## config.mk

```make
export PLATFORM = sky130hd
export DESIGN_NAME = swo_mul
export DESIGN_NICKNAME = d
export VERILOG_FILES = /design/src/sv/swo_pkg.sv /design/src/sv/swo_mul.sv
export SDC_FILE = /design/constraint.sdc
export NUM_CORES = 1
export LEC_CHECK = 0
export BUFFER_PORTS_ARGS = -buffer_cell sky130_fd_sc_hd__buf_2
export CAP_MARGIN = 5
export CORE_MARGIN = 2
export CORE_UTILIZATION = 35
export DETAILED_ROUTE_END_ITERATION = 8
export PLACE_DENSITY = 0.51
export SYNTH_ARGS = -nofsm -noshare
export SYNTH_HDL_FRONTEND = slang
export SYNTH_SLANG_ARGS = --single-unit
```

## constraint.sdc

```tcl
create_clock -name clk -period 7.35 [get_ports clk]
set_input_delay 0.3675 -clock clk [delete_from_list [all_inputs] [get_ports clk]]
set_output_delay 0.3675 -clock clk [all_outputs]
set_load 0.005 [all_outputs]
```

## src/sv/swo_pkg.sv

```systemverilog
// Shared types and constants for the sliced wavetable oscillator.
// No dependencies; used by swo_mul and sliced_wavetable_oscillator.
package swo_pkg;

  localparam logic [1:0] MODE_TICK   = 2'd0;
  localparam logic [1:0] MODE_SAMPLE = 2'd1;
  localparam logic [1:0] MODE_SLICE  = 2'd2;
  localparam logic [1:0] MODE_UNUSED = 2'd3;

  localparam logic [1:0] CFG_PERIOD  = 2'd0;
  localparam logic [1:0] CFG_SPAN    = 2'd1;
  localparam logic [1:0] CFG_LENGTH  = 2'd2;
  localparam logic [1:0] CFG_SLICES  = 2'd3;

  localparam logic [31:0] PERIOD_RST = 32'd89478;
  localparam logic [4:0]  SPAN_RST   = 5'd10;

  localparam logic [15:0] SELECT_MAX = 16'd65529;
  localparam logic [17:0] EXP_C0     = 18'd5156;
  localparam logic [17:0] EXP_C1     = 18'd14821;
  localparam logic [17:0] EXP_C2     = 18'd45559;
  localparam logic [17:0] ONE_Q16    = 18'd65536;
  localparam logic [21:0] EXP_BIAS   = 22'h100000;

  localparam int unsigned MUL_STEPS  = 32;

  typedef struct packed {
    logic        start;
    logic [63:0] a;
    logic [31:0] b;
  } mul_req_t;

  typedef struct packed {
    logic        busy;
    logic        done;
    logic [95:0] prod;
  } mul_rsp_t;

endpackage

```

## src/sv/swo_mul.sv

```systemverilog
// Bit-serial shift-and-add multiplier, one multiplier bit per cycle.
// Depends on swo_pkg for the request and response structs.
module swo_mul (
  input  logic              clk,
  input  logic              rst_n,
  input  swo_pkg::mul_req_t req,
  output swo_pkg::mul_rsp_t rsp
);
  import swo_pkg::*;

  logic [63:0] a_r;
  logic [31:0] b_r;
  logic [95:0] p_r;
  logic [4:0]  cnt_r;
  logic        busy_r;
  logic        done_r;
  logic [64:0] sum;

  assign sum = {1'b0, p_r[95:32]} + (b_r[0] ? {1'b0, a_r} : 65'd0);

  always_ff @(posedge clk) begin
    if (!rst_n) begin
      busy_r <= 1'b0;
      done_r <= 1'b0;
      cnt_r  <= '0;
    end else begin
      done_r <= 1'b0;
      if (req.start) begin
        busy_r <= 1'b1;
        cnt_r  <= '0;
      end else if (busy_r) begin
        cnt_r <= cnt_r + 5'd1;
        if (cnt_r == 5'(MUL_STEPS - 1)) begin
          busy_r <= 1'b0;
          done_r <= 1'b1;
        end
      end
    end
  end

  always_ff @(posedge clk) begin
    if (req.start) begin
      a_r <= req.a;
      b_r <= req.b;
      p_r <= '0;
    end else if (busy_r) begin
      p_r <= {sum, p_r[31:1]};
      b_r <= {1'b0, b_r[31:1]};
    end
  end

  assign rsp.busy = busy_r;
  assign rsp.done = done_r;
  assign rsp.prod = p_r;

endmodule

```

==> metrics.txt <==
number of flops mapped to enable cells by yosys=96; top cells by count, synth=nor2_1 (108), dfxtp_1 (103), edfxtp_1 (96); clock root buffer=clkbuf_16; # clock sinks=between 150 and 200; final hold violations=0; sequential cell area fraction in the yosys report=0.455; pin count of the biggest net entering global routing=84; CTS buffer count=17; Crit Reg-Reg Startpoint=b_r[0]; via count=8128; Synth Warn #=0; Sum Neg Setup Slack=0 ps; max incr delay on CP=480 ps; Detailed Route WL=between 20000 and 30000 um; vias in the first global route=between 8000 and 9000; WP data required=7690 ps; top cells by area, synth=edfxtp_1 (27%), dfxtp_1 (19%), ha_1 (7.6%), mux2i_1 (6.5%), and2_1 (3.9%); Area Overhead vs Synth=17.3%; CP startpoint=b_r[0]; Main synth FF type=dfxtp_1; layout cell share with drive strength beyond 1=0.234; Leakage=around 5.6 nW; final core area utilization=0.416; worst rel slew slack=0.273; hold path start=req[47]; synth unique cells=74; CORE AREA=between 30000 and 40000 um2; sequential share of power=0.469; Setup Buffers After CTS=0; clock power share=0.344; Synth top area share=0.265; max-cap viol count=0; Die Span Y=about 180 um; Min-Delay Path Class=input port to flop; PostCTS Resize Cnt=0; CP cell instances=buf_4, and2_1, ha_1, fa_1, a21o_1, a221oi_2, or4_4, a21oi_2, o211ai_4, a21oi_4, o21ai_4, a21oi_2, or4_1, a32o_1; multi-input logic area=about 5600 um2; Row Count=64; Max Root-Sink Buffers=2; status=finished clean; DR WL/cell=between 15 and 20 um; chip width=180 um; worst slew pin tran=between 1000 and 1500 ps; Antenna Cells=0; Worst Hold Path EP=a_r[15]; P per Cell Area=roughly 220 nW/um2; Seq cells post-synth=around 200; Detailed Routing Iterations Pass 1=5; clk_lat worst skew=around 450 ps; Via density=4.97; post-route cell area=between 10000 and 15000 um2; skew final=13.9 ps; PortBufs=196; placed cell areas=roughly 12000 um2; Final WS setup=around 3400 ps; pre-CTS setup slack=3380 ps; Synth Instances=between 1000 and 1500; IO Pins=a little under 200; reg-to-reg critical path endpoint=p_r[93]; placed insts=between 1500 and 2000; RSZ-0062 raised after global routing=no; Setup crit end kind=flop; worst vdd ir=approximately 0.16 mV; Initial Util=0.355; Mapped Area=roughly 11000 um2; Hold WS=between 80 and 90 ps; worst-path fanout max=64; FF-to-FF path depth=14; CP dominant cell by count=a21oi_2; top cell type by total area after synthesis=edfxtp_1; CP Launch Type=flop; Int Pwr=between 1.5 and 2 mW; hold depth=1; Tot Pwr=about 2.8 mW; Slew Viols, Final=0; Filler Cells Inserted=just over 3000; R2R Setup Slk=about 3400 ps; combinational power share=0.187; Tcrit/Tclk final=0.535; hold buffer count at CTS=0; most common cell in the netlist=nor2_1; H-tree lvl count=4; gpl congestion=0.833; FMAX=approximately 0.25 GHz; Psw=0.799 mW; syn_area_per_cell=roughly 10 um2; initial antenna violation count=0; CP arrival=roughly 4300 ps; Final Setup Violations=0; Final ANT Viol Nets=0; overall routing resource usage=0.163; nets=approximately 1400; Residual DRC=0; FF+latch area=roughly 4900 um2; grt total ovfl=0; CP Class=flop to flop; Async S/R FF share, synth=0; Sw Share=0.290; Final Non-Filler Cells=about 1600; initial DRC count=around 420; first-pass GRT wire length=42500 um; fin crit period=a little under 4000 ps; synthesized net count=1229; Crit-path slowest cell=or4_1; DPL Wire Length=roughly 19000 um; CTS tree=built; Clk pin slew, worst setup/hold paths=about 80 ps; die area=32500 um2
==> routing by layer <==
metal,GRT usage,share of wire
met1,0.222,0.49
met2,0.261,0.45
met3,0.0374,0.042
met4,0.0435,0.011
met5,0,0
==> area by class of cell <==
cell class | instances | area share
Inverter | 15 | 0.00442
Clock buffer | 17 | 0.0334
Multi-Input combinational cell | 792 | 0.441
Timing Repair Buffer | 202 | 0.0810
Tap cell | 396 | 0.0389
Sequential cell | 199 | 0.389
Clock inverter | 15 | 0.0127
==> state kept, by name (all words and copies together) (netlist names) <==
register  cells
done_r        1
a_r          64
p_r          96
cnt_r         5
busy_r        1
b_r          32
==> placed cells by master (no fill, tap or decap), types with 15 or more instances in the layout <==
cell type / count
a21o_1: 32
clkbuf_16: 17
nand2_1: 71
buf_2: 195
a21oi_1: 76
o21ai_0: 45
xor2_1: 23
and2_1: 68
nand4_1: 15
xnor2_1: 34
nor2_1: 108
inv_1: 15
mux2_2: 31
edfxtp_1: 96
ha_1: 66
mux2i_1: 70
dfxtp_1: 102
==> how the worst max path moves through the flow <==
stage,depth (start not counted),slack [ps],to
after detailed placement,14,3380,p_r[93]
after global routing,14,3140,p_r[73]
after CTS,14,3340,p_r[93]
final,14,3420,p_r[93]
after floorplan,14,3920,p_r[93]
after global placement,14,3420,p_r[93]
==> critical path, delay by kind of cell (launching register included) <==
kind | cells | cell delay (ps)
AND/OR/NAND/NOR | 3 | 930
buffers and inverters | 1 | 300
adder cells (fa/ha/maj) | 2 | 610
flip-flops | 1 | 360
AO/OA/AOI/OAI | 8 | 1620
==> logic make-up (layout without fill, tap and decap cells) <==
group,after synthesis,after routing,synth area share
compound gates,246,246,0.152
fa+ha+maj,67,67,0.0779
mux,101,101,0.0967
xor+xnor,57,57,0.0460
flops,199,199,0.455
simple gates,321,321,0.145
buf+inv,72,249,0.0273
==> power by group through the flow <==
stage	Clock, mW	Sequential, mW	Combinational, mW
2_1_floorplan	0	1.30	0.368
3_3_place_gp	0	1.32	0.517
3_5_place_dp	0	1.32	0.516
4_1_cts	0.991	1.29	0.520
5_1_grt	1.04	1.30	0.574
6_report	0.947	1.29	0.515
Note: power is estimated with default switching activity, not from simulation.
